<file path="src/hdl/u8dse_pkg.sv">
`timescale 1ns / 1ps

package u8dse_pkg;

    // lead byte ranges
    localparam logic [7:0] C_LEAD2_LO = 8'hC2;
    localparam logic [7:0] C_LEAD2_HI = 8'hDF;
    localparam logic [7:0] C_LEAD3_LO = 8'hE0;
    localparam logic [7:0] C_LEAD3_HI = 8'hEF;
    localparam logic [7:0] C_LEAD4_LO = 8'hF0;
    localparam logic [7:0] C_LEAD4_HI = 8'hF4;

    // code point limits
    localparam logic [20:0] C_MIN3      = 21'h000800;
    localparam logic [20:0] C_MIN4      = 21'h010000;
    localparam logic [20:0] C_MAX_CP    = 21'h10FFFF;
    localparam logic [20:0] C_SURR_LO   = 21'h00D800;
    localparam logic [20:0] C_SURR_HI   = 21'h00DFFF;
    localparam logic [20:0] C_ESC_BASE  = 21'h00DC00;

    typedef enum logic {
        ST_IDLE,
        ST_SCAN
    } t_state;

    // commands from controller to datapath
    typedef struct packed {
        logic load;
        logic step;
    } t_ctl_cmd;

    // status from datapath to controller
    typedef struct packed {
        logic has_result;
        logic run_last;
        logic out_free;
    } t_ctl_sts;

    // outcome of decoding the head of the byte buffer
    typedef struct packed {
        logic        emit;
        logic [20:0] cp;
        logic        esc;
        logic [2:0]  consume;
    } t_dec;

    function automatic logic [2:0] seq_len(input logic [7:0] lead);
        logic [2:0] n;
        n = 3'd0;
        if (lead >= C_LEAD2_LO && lead <= C_LEAD2_HI) n = 3'd2;
        if (lead >= C_LEAD3_LO && lead <= C_LEAD3_HI) n = 3'd3;
        if (lead >= C_LEAD4_LO && lead <= C_LEAD4_HI) n = 3'd4;
        return n;
    endfunction

    // decode the sequence that starts at b0, with cnt bytes present
    function automatic t_dec decode(
        input logic [7:0] b0,
        input logic [7:0] b1,
        input logic [7:0] b2,
        input logic [7:0] b3,
        input logic [2:0] cnt,
        input logic       last
    );
        t_dec        d;
        logic [2:0]  n;
        logic        t1;
        logic        t2;
        logic        t3;
        logic        tails_ok;
        logic        in_range;
        logic [20:0] pt;
        n  = seq_len(b0);
        t1 = (b1[7:6] == 2'b10);
        t2 = (b2[7:6] == 2'b10);
        t3 = (b3[7:6] == 2'b10);
        // only tails that are present and belong to the sequence count
        tails_ok = (cnt < 3'd2 || t1)
                && (n < 3'd3 || cnt < 3'd3 || t2)
                && (n < 3'd4 || cnt < 3'd4 || t3);
        case (n)
            3'd2:    pt = {10'd0, b0[4:0], b1[5:0]};
            3'd3:    pt = {5'd0, b0[3:0], b1[5:0], b2[5:0]};
            3'd4:    pt = {b0[2:0], b1[5:0], b2[5:0], b3[5:0]};
            default: pt = '0;
        endcase
        in_range = (n != 3'd3 || pt >= C_MIN3)
                && (n != 3'd4 || pt >= C_MIN4)
                && (pt <= C_MAX_CP)
                && !(pt >= C_SURR_LO && pt <= C_SURR_HI);
        // default: escape the lead byte
        d.emit    = 1'b1;
        d.cp      = C_ESC_BASE + {13'd0, b0};
        d.esc     = 1'b1;
        d.consume = 3'd1;
        if (cnt == 3'd0) begin
            d.emit    = 1'b0;
            d.consume = 3'd0;
        end else if (!b0[7]) begin
            d.cp  = {13'd0, b0};
            d.esc = 1'b0;
        end else if (n == 3'd0) begin
            d.esc = 1'b1;
        end else if (cnt < n) begin
            // valid prefix waits for more bytes unless the path ends
            if (tails_ok && !last) begin
                d.emit    = 1'b0;
                d.consume = 3'd0;
            end
        end else if (tails_ok && in_range) begin
            d.cp      = pt;
            d.esc     = 1'b0;
            d.consume = n;
        end
        return d;
    endfunction

endpackage

</file>
<file path="src/hdl/u8dse_ifs.sv">
`timescale 1ns / 1ps

// byte channel into the decoder
interface u8dse_in_if;
    logic       valid;
    logic       ready;
    logic [7:0] byte_in;
    logic       end_of_path;

    modport source (output valid, output byte_in, output end_of_path, input ready);
    modport sink (input valid, input byte_in, input end_of_path, output ready);
endinterface

// code point channel out of the decoder
interface u8dse_out_if;
    logic        valid;
    logic        ready;
    logic [20:0] code_point;
    logic        escaped;
    logic        path_end;
    logic        last_of_run;

    modport source (
        output valid, output code_point, output escaped,
        output path_end, output last_of_run, input ready
    );
    modport sink (
        input valid, input code_point, input escaped,
        input path_end, input last_of_run, output ready
    );
endinterface

</file>
<file path="src/hdl/utf8_decode_surrogate_escape.sv">
`timescale 1ns / 1ps

// Strict UTF-8 decoder for path bytes with surrogate escaping: each accepted
// byte (with an end-of-path flag) may release zero to four code points, and
// any lead byte that cannot start a valid sequence comes out as DC00 plus the
// byte with escaped set. A byte is loaded in the idle state; the scan state
// then emits the code points it releases one at a time, or goes straight
// back to idle when the byte only extends a pending sequence. The datapath
// decodes the buffer head with one decode call and the result after it with
// a second; it resolves one result per cycle while the output register is
// free, and a stalled output holds the scan. A new byte is taken while the
// last result still sits in the output register.
module utf8_decode_surrogate_escape
    import u8dse_pkg::*;
(
    input  logic          i_clk,
    input  logic          i_rst_n,
    u8dse_in_if.sink      i_in,
    u8dse_out_if.source   o_out
);

    t_ctl_cmd w_cmd;
    t_ctl_sts w_sts;
    logic     w_in_ready;

    assign i_in.ready = w_in_ready;

    // sequencing of load and emit steps
    u8dse_ctrl u_ctrl (
        .i_clk      (i_clk),
        .i_rst_n    (i_rst_n),
        .i_in_valid (i_in.valid),
        .i_sts      (w_sts),
        .o_in_ready (w_in_ready),
        .o_cmd      (w_cmd)
    );

    // byte buffer, decoder and output register
    u8dse_dpath u_dpath (
        .i_clk         (i_clk),
        .i_rst_n       (i_rst_n),
        .i_cmd         (w_cmd),
        .i_byte        (i_in.byte_in),
        .i_end_of_path (i_in.end_of_path),
        .i_out_ready   (o_out.ready),
        .o_sts         (w_sts),
        .o_out_valid   (o_out.valid),
        .o_code_point  (o_out.code_point),
        .o_escaped     (o_out.escaped),
        .o_path_end    (o_out.path_end),
        .o_last_of_run (o_out.last_of_run)
    );

endmodule

</file>
<file path="src/hdl/u8dse_ctrl.sv">
`timescale 1ns / 1ps

module u8dse_ctrl
    import u8dse_pkg::*;
(
    input  logic     i_clk,
    input  logic     i_rst_n,
    input  logic     i_in_valid,
    input  t_ctl_sts i_sts,
    output logic     o_in_ready,
    output t_ctl_cmd o_cmd
);

    t_state r_state;
    t_state n_state;

    // state register
    always_ff @(posedge i_clk) begin
        if (!i_rst_n) begin
            r_state <= ST_IDLE;
        end else begin
            r_state <= n_state;
        end
    end

    // next state and commands
    always_comb begin
        n_state    = r_state;
        o_in_ready = 1'b0;
        o_cmd      = '0;
        case (r_state)
            ST_IDLE: begin
                o_in_ready = 1'b1;
                if (i_in_valid) begin
                    o_cmd.load = 1'b1;
                    n_state    = ST_SCAN;
                end
            end
            ST_SCAN: begin
                if (!i_sts.has_result) begin
                    n_state = ST_IDLE;
                end else if (i_sts.out_free) begin
                    o_cmd.step = 1'b1;
                    if (i_sts.run_last) begin
                        n_state = ST_IDLE;
                    end
                end
            end
            default: begin
                n_state = ST_IDLE;
            end
        endcase
    end

endmodule

</file>
<file path="src/hdl/u8dse_dpath.sv">
`timescale 1ns / 1ps

module u8dse_dpath
    import u8dse_pkg::*;
(
    input  logic        i_clk,
    input  logic        i_rst_n,
    input  t_ctl_cmd    i_cmd,
    input  logic [7:0]  i_byte,
    input  logic        i_end_of_path,
    input  logic        i_out_ready,
    output t_ctl_sts    o_sts,
    output logic        o_out_valid,
    output logic [20:0] o_code_point,
    output logic        o_escaped,
    output logic        o_path_end,
    output logic        o_last_of_run
);

    logic [7:0]  r_buf [4];
    logic [7:0]  n_buf [4];
    logic [2:0]  r_cnt;
    logic [2:0]  n_cnt;
    logic        r_last;
    logic        r_out_valid;
    logic [20:0] r_code_point;
    logic        r_escaped;
    logic        r_path_end;
    logic        r_last_of_run;
    logic [7:0]  w_sh [4];
    logic [2:0]  w_cnt1;
    t_dec        w_dec0;
    t_dec        w_dec1;

    // decode the head, then look one result ahead
    assign w_dec0 = decode(r_buf[0], r_buf[1], r_buf[2], r_buf[3], r_cnt, r_last);
    assign w_cnt1 = r_cnt - w_dec0.consume;

    always_comb begin
        for (int i = 0; i < 4; i++) begin
            w_sh[i] = r_buf[i];
        end
        case (w_dec0.consume)
            3'd1: begin
                w_sh[0] = r_buf[1];
                w_sh[1] = r_buf[2];
                w_sh[2] = r_buf[3];
            end
            3'd2: begin
                w_sh[0] = r_buf[2];
                w_sh[1] = r_buf[3];
            end
            3'd3: begin
                w_sh[0] = r_buf[3];
            end
            default: begin
            end
        endcase
    end

    assign w_dec1 = decode(w_sh[0], w_sh[1], w_sh[2], w_sh[3], w_cnt1, r_last);

    assign o_sts.has_result = w_dec0.emit;
    assign o_sts.run_last   = !w_dec1.emit;
    assign o_sts.out_free   = !r_out_valid || i_out_ready;

    // buffer: append on load, drop consumed bytes on step
    always_comb begin
        for (int i = 0; i < 4; i++) begin
            n_buf[i] = r_buf[i];
        end
        n_cnt = r_cnt;
        if (i_cmd.load) begin
            n_buf[r_cnt[1:0]] = i_byte;
            n_cnt             = r_cnt + 3'd1;
        end else if (i_cmd.step) begin
            for (int i = 0; i < 4; i++) begin
                n_buf[i] = w_sh[i];
            end
            n_cnt = w_cnt1;
        end
    end

    always_ff @(posedge i_clk) begin
        for (int i = 0; i < 4; i++) begin
            r_buf[i] <= n_buf[i];
        end
        if (i_cmd.load) begin
            r_last <= i_end_of_path;
        end
    end

    always_ff @(posedge i_clk) begin
        if (!i_rst_n) begin
            r_cnt <= 3'd0;
        end else begin
            r_cnt <= n_cnt;
        end
    end

    // output register
    always_ff @(posedge i_clk) begin
        if (!i_rst_n) begin
            r_out_valid <= 1'b0;
        end else if (i_cmd.step) begin
            r_out_valid <= 1'b1;
        end else if (i_out_ready) begin
            r_out_valid <= 1'b0;
        end
    end

    always_ff @(posedge i_clk) begin
        if (i_cmd.step) begin
            r_code_point  <= w_dec0.cp;
            r_escaped     <= w_dec0.esc;
            r_last_of_run <= !w_dec1.emit;
            r_path_end    <= !w_dec1.emit && r_last;
        end
    end

    assign o_out_valid   = r_out_valid;
    assign o_code_point  = r_code_point;
    assign o_escaped     = r_escaped;
    assign o_path_end    = r_path_end;
    assign o_last_of_run = r_last_of_run;

`ifndef SYNTHESIS
    // at most three pending bytes plus the one just loaded
    a_cnt_max: assert property (@(posedge i_clk) disable iff (!i_rst_n)
        r_cnt <= 3'd4)
        else $error("byte buffer count overflow");

    // a new byte only arrives when at most three are pending
    a_load_room: assert property (@(posedge i_clk) disable iff (!i_rst_n)
        i_cmd.load |-> r_cnt <= 3'd3)
        else $error("load into full buffer");

    // a step needs a result and a free output register
    a_step_ok: assert property (@(posedge i_clk) disable iff (!i_rst_n)
        i_cmd.step |-> (w_dec0.emit && o_sts.out_free && !i_cmd.load))
        else $error("step without result or room");

    // the end of a path leaves nothing pending
    a_path_flush: assert property (@(posedge i_clk) disable iff (!i_rst_n)
        (i_cmd.step && !w_dec1.emit && r_last) |=> r_cnt == 3'd0)
        else $error("bytes left pending after path end");
`endif

endmodule
</file>
<file path="src/flat_wrapper.sv">
// flat-port wrapper written by rule: the top's interface ports become plain ports
module utf8_decode_surrogate_escape_flat import u8dse_pkg::*;
  (i_clk, i_rst_n, i_in_valid, i_in_byte_in, i_in_end_of_path, i_in_ready, o_out_valid, o_out_code_point, o_out_escaped, o_out_path_end, o_out_last_of_run, o_out_ready);
  u8dse_in_if i_in_i ();
  u8dse_out_if o_out_i ();
  input  logic i_clk;
  input  logic i_rst_n;
  input wire logic [$bits(i_in_i.valid)-1:0] i_in_valid;
  input wire logic [$bits(i_in_i.byte_in)-1:0] i_in_byte_in;
  input wire logic [$bits(i_in_i.end_of_path)-1:0] i_in_end_of_path;
  output wire logic [$bits(i_in_i.ready)-1:0] i_in_ready;
  output wire logic [$bits(o_out_i.valid)-1:0] o_out_valid;
  output wire logic [$bits(o_out_i.code_point)-1:0] o_out_code_point;
  output wire logic [$bits(o_out_i.escaped)-1:0] o_out_escaped;
  output wire logic [$bits(o_out_i.path_end)-1:0] o_out_path_end;
  output wire logic [$bits(o_out_i.last_of_run)-1:0] o_out_last_of_run;
  input wire logic [$bits(o_out_i.ready)-1:0] o_out_ready;
  assign i_in_i.valid = i_in_valid;
  assign i_in_i.byte_in = i_in_byte_in;
  assign i_in_i.end_of_path = i_in_end_of_path;
  assign i_in_ready = i_in_i.ready;
  assign o_out_valid = o_out_i.valid;
  assign o_out_code_point = o_out_i.code_point;
  assign o_out_escaped = o_out_i.escaped;
  assign o_out_path_end = o_out_i.path_end;
  assign o_out_last_of_run = o_out_i.last_of_run;
  assign o_out_i.ready = o_out_ready;
  utf8_decode_surrogate_escape u_core (.i_clk(i_clk), .i_rst_n(i_rst_n), .i_in(i_in_i), .o_out(o_out_i));
endmodule
</file>
<file path="config.mk">
export PLATFORM = sky130hd
export DESIGN_NAME = utf8_decode_surrogate_escape_flat
export DESIGN_NICKNAME = d
export VERILOG_FILES = /design/src/hdl/u8dse_pkg.sv /design/src/hdl/u8dse_ifs.sv /design/src/hdl/utf8_decode_surrogate_escape.sv /design/src/hdl/u8dse_ctrl.sv /design/src/hdl/u8dse_dpath.sv /design/src/flat_wrapper.sv
export SDC_FILE = /design/constraint.sdc
export NUM_CORES = 1
export LEC_CHECK = 0
export BUFFER_PORTS_ARGS = -buffer_cell sky130_fd_sc_hd__buf_2
export CORE_ASPECT_RATIO = 1.25
export CORE_MARGIN = 4
export CORE_UTILIZATION = 35
export CTS_CLUSTER_SIZE = 20
export DETAILED_ROUTE_END_ITERATION = 10
export SLEW_MARGIN = 25
export SYNTH_ARGS = -nofsm -noshare
export SYNTH_HDL_FRONTEND = slang
export SYNTH_SLANG_ARGS = --single-unit
</file>
<file path="constraint.sdc">
create_clock -name i_clk -period 4.6 [get_ports i_clk]
set_input_delay 0.92 -clock i_clk [delete_from_list [all_inputs] [get_ports i_clk]]
set_output_delay 0.92 -clock i_clk [all_outputs]
set_load 0.01 [all_outputs]
</file>
==> results of run 1 <==
-- stage by stage --
step / setup slack (ns) / setup TNS [ns]
after global placement: -0.0216 / -0.0274
after global routing: -0.305 / -0.809
after CTS: 0.0000222 / 0
final: -0.105 / -0.217
after detailed placement: -0.0933 / -0.214
after floorplan: 0.00320 / 0
-- worst max-delay path, cell delays in order (launching register included) --
cell	delay, ns
edfxtp_1	0.48
o41a_1	0.44
nor2_2	0.15
ha_2	0.30
o21ba_4	0.20
o22ai_2	0.16
o211ai_1	0.16
o21a_2	0.33
o211a_1	0.19
a311oi_4	0.31
nand2_1	0.10
o41a_1	0.45
o21ai_1	0.11
ha_1	0.28
a21oi_2	0.16
o21ai_2	0.07
nor4_2	0.30
a31oi_2	0.16
o211a_1	0.24
-- cell families after synthesis --
kind of cell / Yosys count / share of synthesized area (%)
buffers and inverters: 57 / 6.27
xor gates and xnor gates: 2 / 0.446
AOI/OAI and AO/OA: 138 / 26.7
adders and majority gates: 12 / 4.01
muxes: 3 / 0.764
and+or+nand+nor: 124 / 15.8
DFF: 62 / 46.1
-- worst paths after layout --
check                                     to  slack (ns)  cells after the start
setup / recovery       u_core.u_ctrl.r_state       -0.11                     18
hold / removal    u_core.u_dpath.o_out_valid        0.53                      2
setup reg to reg       u_core.u_ctrl.r_state       -0.11                     18
hold reg to reg   u_core.u_dpath.o_out_valid        0.53                      2
-- area by class of cell --
cell class / count / area [sq um]
Fill cell: 1000 / 5880
Multi-Input combinational cell: 280 / 2090
Sequential cell: 62 / 1810
Timing Repair Buffer: 99 / 701
Clock buffer: 10 / 229
Tap cell: 135 / 169
Inverter: 26 / 97.6
Clock inverter: 5 / 51.3
-- sequential cells by signal (all words and copies together), names as in the netlist --
name	count
u_core.u_ctrl.r_state	1
u_core.u_dpath.o_code_point	21
u_core.u_dpath.o_escaped	1
u_core.u_dpath.o_last_of_run	1
u_core.u_dpath.o_out_valid	1
u_core.u_dpath.o_path_end	1
u_core.u_dpath.r_buf	32
u_core.u_dpath.r_cnt	3
u_core.u_dpath.r_last	1
-- power groups by stage --
stage | logic, mW | clock network [mW] | registers, mW
5_1_grt | 3.19 | 0.690 | 1.06
4_1_cts | 2.56 | 0.667 | 1.04
6_report | 2.97 | 0.654 | 1.05
3_5_place_dp | 2.36 | 0 | 1.05
3_3_place_gp | 2.34 | 0 | 1.05
2_1_floorplan | 1.58 | 0 | 0.999
-- routing by layer --
metal  part of all wire (%)  track usage (%)
met4                    4.3             9.53
met3                    6.7             3.58
met2                     52             33.2
met5                      0                0
met1                     37             22.7
-- layout by cell type (no fill, tap or decap), types with 5 or more instances in the layout --
| cell | Yosys | routed |
|---|---|---|
| a21oi_1 | 32 | 30 |
| ha_1 | 11 | 7 |
| o21ai_0 | 18 | 15 |
| inv_1 | 26 | 25 |
| nor2_1 | 32 | 29 |
| clkbuf_16 | 0 | 9 |
| edfxtp_1 | 57 | 57 |
| nand2b_1 | 6 | 6 |
| nand3_1 | 16 | 15 |
| a222oi_1 | 15 | 15 |
| buf_2 | 8 | 38 |
| dfxtp_1 | 5 | 5 |
| and3_1 | 9 | 8 |
| nor2b_1 | 6 | 6 |
| nand2_1 | 31 | 31 |
| buf_4 | 0 | 54 |
| o211a_1 | 9 | 9 |
-- timing repair --
action	CTS	global route
cloned	1	0
pin swaps	8	23
setup buffers	7	13
endpoints found under the setup margin	3	3
gates resized for setup	10	29
==> metrics.md, run 1 <==
| Metric | Value |
|---|---|
| Tot GR Track Use | between 10% and 20% |
| Critical path peak fanout | 7 |
| Crit. End Element | register |
| Hold slack | ~0.53 ns |
| Cells after DPL | 581 |
| Vias in the first global route | ~3500 |
| 1st-iter DRT viols | ~340 |
| Fin crit period | approximately 4.7 ns |
| Clk slew on worst S/H paths | ~0.05 ns |
| Slew Viols, Final | 0 |
| CTS max path bufs | 2 |
| Placed cell area | approximately 4500 sq um |
| Worst Min Path Start | u_core.u_ctrl.r_state |
| Post-synth EDFFs | 57 |
| Clock Skew | approximately 0.0073 ns |
| ANT nets after route | 0 |
| Post-route cell area | approximately 5000 sq um |
| Antenna Diode Count | 0 |
| Die height | 127 um |
| Via count | roughly 3700 |
| Failing checks | negative setup slack |
| Slew @ Worst Pin | 0.882 ns |
| Non-filler cells in the finished layout | 617 |
| FFs w/ async S/R, synth | 0% |
| Core Util, Final | between 40 and 50% |
| CTS tree | yes |
| Peak VDD IR | 0.268 mV |
| Comb power frac | about 64% |
| Hpwl dp | 9010 um |
| Reg power frac | between 20 and 25% |
| Clock sinks | 62 |
| Synth-to-layout area growth | 31.0% |
| Wire per inst | slightly above 20 um |
| Synth Net Count | about 420 |
| CTS buffer count | 9 |
| Synthesis Warnings | 0 |
| Worst EP arrival | between 4 and 5 ns |
| Fin. Hold Viols | 0 |
| Critical Path RT | between 4 and 5 ns |
| H-Tree Depth | 3 |
| Sequential fraction of the synthesis area | around 46% |
| Leakage | roughly 2.1 nW |
| Most frequent cell after synthesis | edfxtp_1 |
| Drt total wl | between 10000 and 15000 um |
| Row count | 43 |
| Pre-Repair DR Iteration Count | 7 |
| Share of cells above drive strength 1 | 32.0% |
| Cell Pwr Density | 908 nW/um^2 |
| Cells after Synth | about 400 |
| Synth cell count leaders | edfxtp_1, a21oi_1, nor2_1 |
| Maxcap violations | 0 |
| Min-delay worst type | register to register |
| Ys flop type | edfxtp_1 |
| Power Internal | 2.64 mW |
| WS Path Type | register to register |
| Core area | roughly 11000 sq um |
| Via density per instance | approximately 6 |
| DRC | 0 |
| Io pins | 39 |
| Die W | roughly 100 um |
| Finish-stage setup viols | 3 |
| Die area | between 10000 and 15000 sq um |
| Sw Ratio | between 40% and 50% |
| Final WS setup | -0.105 ns |
| Gpl congestion | 0.989 |
| Status | complete, but fails checks |
| Rel. slew slack | between 40% and 50% |
| RSZ-0062 raised after global routing | true |
| Clock power share | 14.0% |
| Crit Reg-Reg Startpoint | u_core.u_dpath.r_buf[0][1] |
| First-pass GRT wire length | between 15000 and 20000 um |
| Area contributors post-synth | edfxtp_1, a21oi_1, a222oi_1 |
| Sw power | ~2 mW |
| Mapped Avg Cell Area | slightly below 10 sq um |
| Netlist cell types | 66 |
| Gr ovfl total | 0 |
| Post-cts hold buffer count | 0 |
| Period Utilization, post-route | 102% |
| Power Total | 4.68 mW |
| Largest net degree at the start of global routing | 29 |
| Mapped cell area | 3930 sq um |
| Synth area leader | edfxtp_1 |
| Max Freq | approximately 210 MHz |
| Critical Path Start Type | register |
| CTS Root Cell | clkbuf_16 |
| Layout Nets | around 500 |
| Initial antenna violation count | 0 |
| Initial Util | between 30% and 40% |
| Post-synth top area share | 43.5% |
| Register bit count reported by yosys | 62 |
| # port buffers | 38 |
| Critical Path Source | u_core.u_dpath.r_buf[0][1] |
| Worst-Skew Late Latency | approximately 0.34 ns |
No activity file was read; power rests on OpenSTA's default activity.
==> inputs of run 2 (changes only) <==
RECOVER_POWER = 100   (was unset)
SYNTH_HIERARCHICAL = 1   (was unset)
==> run 2 against run 1 <==
Effect of this change: the run still ends with negative setup slack left; register-to-register slack worse by 0.02 ns; non-clock buffer count is 6 higher; utilization is 0.74 points higher; combinational power is 74% lower; first-iteration DRC count is 29% higher; clock power is 4.9% lower; synthesized cell count is 3.5% lower; cell count is 0.32% lower; wire length is 7.4% lower.
==> metrics.md, run 2 <==
| Metric | Value |
|---|---|
| Crit. End Element | register |
| DRC | 0 |
| Critical path peak fanout | 6 |
| Post-route cell area | 5060 sq um |
| Slew Viols, Final | 0 |
| Drt total wl | between 10000 and 15000 um |
| Min-delay worst type | register to register |
| Final WS setup | -0.121 ns |
| Netlist cell types | 64 |
| Rel. slew slack | about a third |
| ANT nets after route | 0 |
| Register bit count reported by yosys | 62 |
| Power Total | 2.09 mW |
| H-Tree Depth | 3 |
| Synth Net Count | a little over 400 |
| Crit Reg-Reg Startpoint | u_core/u_dpath/r_buf[0][1] |
| RSZ-0062 raised after global routing | true |
| Worst EP arrival | between 4 and 5 ns |
| Pre-Repair DR Iteration Count | 6 |
| Largest Register | u_core/u_dpath/r_buf |
| Share of cells above drive strength 1 | roughly 29% |
| Comb power frac | roughly 37% |
| Commonest non-fill, non-tap cell in the layout | nand2_1 |
| CTS tree | yes |
| Most frequent cell after synthesis | nand2_1 |
| Worst-Skew Late Latency | ~0.34 ns |
| Max reg flops | 32 |
| FFs w/ async S/R, synth | 0% |
| Reg2Reg Setup Slack | -0.12 ns |
| Synth area leader | edfxtp_1 |
| Critical Path RT | 4.82 ns |
| Die height | 125 um |
| Sw Ratio | approximately 34% |
| First-pass GRT wire length | roughly 18000 um |
| Commonest non-fill, non-tap cells in the layout | nand2_1, buf_4, edfxtp_1 |
| Cells after Synth | around 380 |
| Leakage | about 1.9 nW |
| Synthesis Warnings | 6 |
| Vias in the first global route | roughly 3400 |
| Layout Nets | a little over 500 |
| Clock sinks | a little over 60 |
| Sequential fraction of the synthesis area | 47.0% |
| Maxcap violations | 0 |
| Synth-to-layout area growth | 31.3% |
| Clk slew on worst S/H paths | approximately 0.06 ns |
| Placed cell area | approximately 4500 sq um |
| WS Path Type | register to register |
| Largest net degree at the start of global routing | 37 |
| Sw power | about 700 uW |
| Ys flop type | edfxtp_1 |
| Via density per instance | about 5.8 |
| Hpwl dp | 8380 um |
| Mapped Avg Cell Area | around 10 sq um |
| Fin crit period | ~4.7 ns |
| Mapped cell area | a little under 4000 sq um |
| Status | complete, but fails checks |
| Cell Pwr Density | between 400 and 500 nW/um^2 |
| Gpl congestion | 0.938 |
| Antenna Diode Count | 0 |
| Die area | around 13000 sq um |
| Fin. Hold Viols | 0 |
| Peak VDD IR | between 0.15 and 0.2 mV |
| Period Utilization, post-route | 103% |
| Die W | 102 um |
| Finish-stage setup viols | 2 |
| Post-synth EDFFs | between 50 and 60 |
| Initial antenna violation count | 0 |
| Worst Min Path Start | u_core/u_dpath/o_out_valid |
| Row count | 42 |
| Max Freq | 212 MHz |
| Power Internal | around 1.4 mW |
| 1st-iter DRT viols | approximately 430 |
| Gr ovfl total | 0 |
| CTS Root Cell | clkbuf_16 |
| Reg power frac | between 30% and 40% |
| Io pins | 39 |
| Clock power share | roughly 30% |
| CTS buffer count | 9 |
| Initial Util | a little over a third |
| R2r endpoint | u_core/u_ctrl/r_state |
| Failing checks | negative setup slack |
| Clock Skew | between 0.009 and 0.01 ns |
| Via count | about 3600 |
| # port buffers | 38 |
| Critical Path Start Type | register |
| Depth of the most critical reg-to-reg path | 24 |
| CTS max path bufs | 2 |
| Synth cell count leaders | nand2_1, edfxtp_1, o21ai_0 |
| Core area | about 11000 sq um |
| Critical Path Source | u_core/u_dpath/r_buf[0][1] |
| Wire per inst | around 19 um |
| Hold slack | ~0.58 ns |
| Area contributors post-synth | edfxtp_1, nand2_1, o21ai_0 |
| Post-synth top area share | roughly 44% |
| Tot GR Track Use | 17.9% |
| Slew @ Worst Pin | 0.972 ns |
| CP Capture Point | u_core/u_ctrl/r_state |
## run 2: per-stage QoR
stage	utilization [%]	std cells	worst slack (ns)	TNS, ns
finish	47.5	615	-0.121	-0.163
global route	47.5	615	-0.299	-0.512
CTS	45.6	604	0.00133	0
detailed placement	42.4	583	-0.130	-0.146
global placement	42.4	583	-0.108	-0.117
floorplan	-	384	0.0272	0
## run 2: repair_timing
item                       CTS  global route
setup endpoints to repair    2             2
resized for setup            6            29
hold buffers                 0             0
buffers inserted             5            10
cloned                       0             1
pin swaps                    9            23
## run 2: routing by layer
layer  track usage (%)  wire length (um)  vias to the layer above
li1                  -                 -                     1630
met1              22.3              4480                     1722
met2              29.6              5970                      193
met3              3.62               985                       33
met4              8.11               380                        0
met5                 0                 0                        -
## run 2: cell type report
type                    count  area [sq um]
clock buffers               9           225
clock inverters             7          51.3
fillers                   958          5610
inverters                  21          78.8
multi-input cells         279          2060
flip-flops and latches     62          1810
well taps                 132           165
repair buffers            105           671
## run 2: cells by family (layout without fill, tap and decap cells)
group | after synthesis | in the layout | share of synthesized area (%)
simple gates | 138 | 138 | 17.2
fa+ha+maj | 12 | 12 | 4.09
compound gates | 122 | 123 | 24.7
buf+inv | 44 | 142 | 5.55
mux | 3 | 3 | 0.811
xor+xnor | 3 | 3 | 0.682
flops | 62 | 62 | 47.0
## run 2: worst max-delay path, cell delays in order, from the launching register on
cell,delay [ns]
edfxtp_1,0.44
buf_6,0.16
nor4_4,0.33
a21oi_2,0.12
nand2_2,0.11
ha_4,0.16
nor3_4,0.04
a31oi_1,0.20
o221a_4,0.23
nand4_1,0.20
a2111oi_4,0.52
buf_4,0.22
a222oi_1,0.08
o21ai_1,0.15
and4b_1,0.26
a211oi_2,0.25
inv_1,0.10
ha_4,0.16
inv_2,0.04
o21ai_2,0.05
a211oi_2,0.21
o211ai_2,0.12
o21ai_2,0.20
a21oi_2,0.07
o21a_1,0.16
## run 2: worst min path at each step
stage                                            end  cells after the start  slack [ns]
after floorplan           u_core/u_dpath/o_out_valid                      2        0.54
after global placement    u_core/u_dpath/o_out_valid                      2        0.53
after detailed placement  u_core/u_dpath/o_out_valid                      2        0.55
after CTS                 u_core/u_dpath/o_out_valid                      2        0.55
after global routing      u_core/u_dpath/o_out_valid                      2        0.62
final                     u_core/u_dpath/o_out_valid                      2        0.58
## run 2: power groups by stage
stage               Clock [mW]  Sequential [mW]  Combinational, mW
detailed placement           0            0.712              0.632
global placement             0            0.711              0.627
global route             0.665            0.707              0.819
finish                   0.622            0.705              0.764
CTS                      0.633            0.701              0.653
floorplan                    0            0.707              0.395
==> inputs of run 3 (changes only) <==
CELL_PAD_IN_SITES_DETAIL_PLACEMENT = 1   (was unset)
CELL_PAD_IN_SITES_GLOBAL_PLACEMENT = 1   (was unset)
PLACE_DENSITY_LB_ADDON = 0.1   (was unset)
==> run 3 against run 2 <==
Effect of this change: the run still ends with negative setup slack left; final area rose by 4.6%; clock skew decreased by 0.0043 ns; register-to-register slack improved by 0.05 ns; sequential power hardly changed; clock power rose by 22%; via count is 1.5% higher; non-clock buffer count rose by 24; combinational power increased by 12%; first-iteration DRC count decreased by 39%.
==> metrics.md, run 3 (synthesis gave the netlist of run 2 again) <==
| Metric | Value |
|---|---|
| Crit Reg-Reg Startpoint | u_core/u_dpath/r_buf[0][1] |
| Fin crit period | between 4 and 5 ns |
| Non-filler cells in the finished layout | 637 |
| RSZ-0062 raised after global routing | true |
| Worst EP arrival | 4.89 ns |
| Largest net degree at the start of global routing | 37 |
| Clock sinks | between 60 and 70 |
| Pre-Repair DR Iteration Count | 5 |
| Cells after DPL | about 600 |
| Status | complete, but fails checks |
| Synth-to-layout area growth | 37.3% |
| ANT nets after route | 0 |
| Critical Path Start Type | register |
| Dpl ws | -0.232 ns |
| Gr ovfl total | 0 |
| Failing checks | negative setup slack |
| Finish-stage setup viols | 2 |
| First-pass GRT wire length | a little over 20000 um |
| Final WS setup | -0.0670 ns |
| GR Util met1 | 26.7% |
| CTS tree | yes |
| Vias in the first global route | approximately 3700 |
| Maxcap violations | 0 |
| Via density per instance | roughly 5.7 |
| Post-route cell area | around 5300 sq um |
| Via count | ~3600 |
| Layout Nets | ~530 |
| Hold slack | around 0.56 ns |
| Die area | between 10000 and 15000 sq um |
| Clk slew on worst S/H paths | about 0.05 ns |
| H-Tree Depth | 3 |
| DRC | 0 |
| Worst Min Path Start | u_core/u_dpath/o_out_valid |
| Worst-Skew Late Latency | about 0.33 ns |
| 1st-iter DRT viols | between 200 and 300 |
| Drt total wl | around 14000 um |
| Tot GR Track Use | roughly a fifth |
| Power Total | 2.32 mW |
| Antenna Diode Count | 0 |
| Initial Util | 36.1% |
| # port buffers | 38 |
| Max reg flops | 32 |
| Critical Path RT | 4.83 ns |
| Period Utilization, post-route | 101% |
| R2r endpoint | u_core/u_ctrl/r_state |
| Slew @ Worst Pin | slightly above 0.9 ns |
| Core Util, Final | 49.6% |
| Placed cell area | between 4000 and 5000 sq um |
| CTS max path bufs | 2 |
| CTS Root Cell | clkbuf_16 |
| Rel. slew slack | around two fifths |
| Commonest non-fill, non-tap cell in the layout | buf_4 |
| Hpwl dp | 9880 um |
| Row count | 42 |
| Setup Total Neg Slack | -0.122 ns |
| WS Path Type | register to register |
| CTS buffer count | 9 |
| Depth of the most critical reg-to-reg path | 22 |
| Largest Register | u_core/u_dpath/r_buf |
| Crit. End Element | register |
| Wire per inst | between 20 and 25 um |
| Slew Viols, Final | 0 |
| Reg2Reg Setup Slack | -0.07 ns |
| Critical Path Source | u_core/u_dpath/r_buf[0][1] |
| Max Freq | between 200 and 250 MHz |
| Critical path peak fanout | 11 |
| Min-delay worst type | register to register |
| CP Capture Point | u_core/u_ctrl/r_state |
| Gpl congestion | roughly 0.9 |
| Die height | between 100 and 150 um |
| Clock Skew | 0.00546 ns |
| Commonest non-fill, non-tap cells in the layout | buf_4, nand2_1, edfxtp_1 |
| Met3 GRT Util | 3.01% |
| Global routing's busiest layer | met2 |
| Die W | 102 um |
| Cell Pwr Density | roughly 440 nW/um^2 |
| Fin. Hold Viols | 0 |
| Initial antenna violation count | 0 |
| Share of cells above drive strength 1 | 30.7% |
| Core area | between 10000 and 15000 sq um |
| Grt met2 use | 34.2% |
| Leakage | ~2.0 nW |
| Io pins | 39 |
| Peak VDD IR | about 0.18 mV |
[run 3: changes by cell type in the layout (fill, tap and decap cells not counted), moves of 2 or more]
| cell | before | now |
|---|---|---|
| inv_1 | 19 | 21 |
| bufinv_16 | 0 | 3 |
| clkinvlp_4 | 2 | 0 |
| inv_2 | 2 | 0 |
| buf_4 | 64 | 83 |
| clkinv_4 | 3 | 0 |
| buf_6 | 2 | 8 |
[run 3: worst max-delay path, cell delays in order, from the launching register on]
cell and delay [ns]:
edfxtp_1 0.46, o21a_4 0.23, or4_4 0.45, ha_4 0.30, o21ai_2 0.06, nand2_1 0.07, o221a_4 0.19, o311ai_4 0.18
buf_4 0.21, o21a_4 0.27, buf_4 0.16, buf_4 0.16, a211oi_4 0.33, buf_4 0.24, nor4b_4 0.06, buf_4 0.15
ha_4 0.26, o21ai_1 0.08, a211oi_2 0.18, o211ai_2 0.11, o21ai_2 0.15, a21oi_1 0.08, o21a_1 0.17
[run 3: worst min path at each step]
stage / depth (start not counted) / endpoint
2_1_floorplan: 2 / u_core/u_dpath/o_out_valid
3_3_place_gp: 2 / u_core/u_dpath/o_out_valid
3_5_place_dp: 2 / u_core/u_dpath/o_out_valid
4_1_cts: 2 / u_core/u_dpath/o_out_valid
5_1_grt: 2 / u_core/u_dpath/o_out_valid
6_report: 2 / u_core/u_dpath/o_out_valid
[run 3: timing repair]
item                                    4_1_cts  5_1_grt
pin swaps                                    16       10
gates cloned                                  0        0
setup buffers                                18        9
endpoints found under the setup margin        2        3
resized for setup                            11       27
hold buffers                                  0        0
[run 3: routing by layer]
metal | wire, um | vias to the layer above
met1 | 5680 | 1805
li1 | - | 1679
met4 | 702 | 0
met3 | 573 | 35
met5 | 0 | -
met2 | 6840 | 114
[run 3: where the power goes]
group | switching [mW] | internal, mW | leakage (nW) | total, mW
logic | 0.455 | 0.401 | 1.30 | 0.856
registers | 0.0330 | 0.672 | 0.555 | 0.705
clock network | 0.237 | 0.523 | 0.160 | 0.759
total | 0.724 | 1.60 | 2.01 | 2.32
[run 3: final cells by class]
class / instances / area, sq um
Clock buffer: 10 / 229
Clock inverter: 5 / 98.8
Fill cell: 1224 / 5370
Inverter: 21 / 78.8
Multi-Input combinational cell: 278 / 2050
Sequential cell: 62 / 1810
Tap cell: 132 / 165
Timing Repair Buffer: 129 / 861
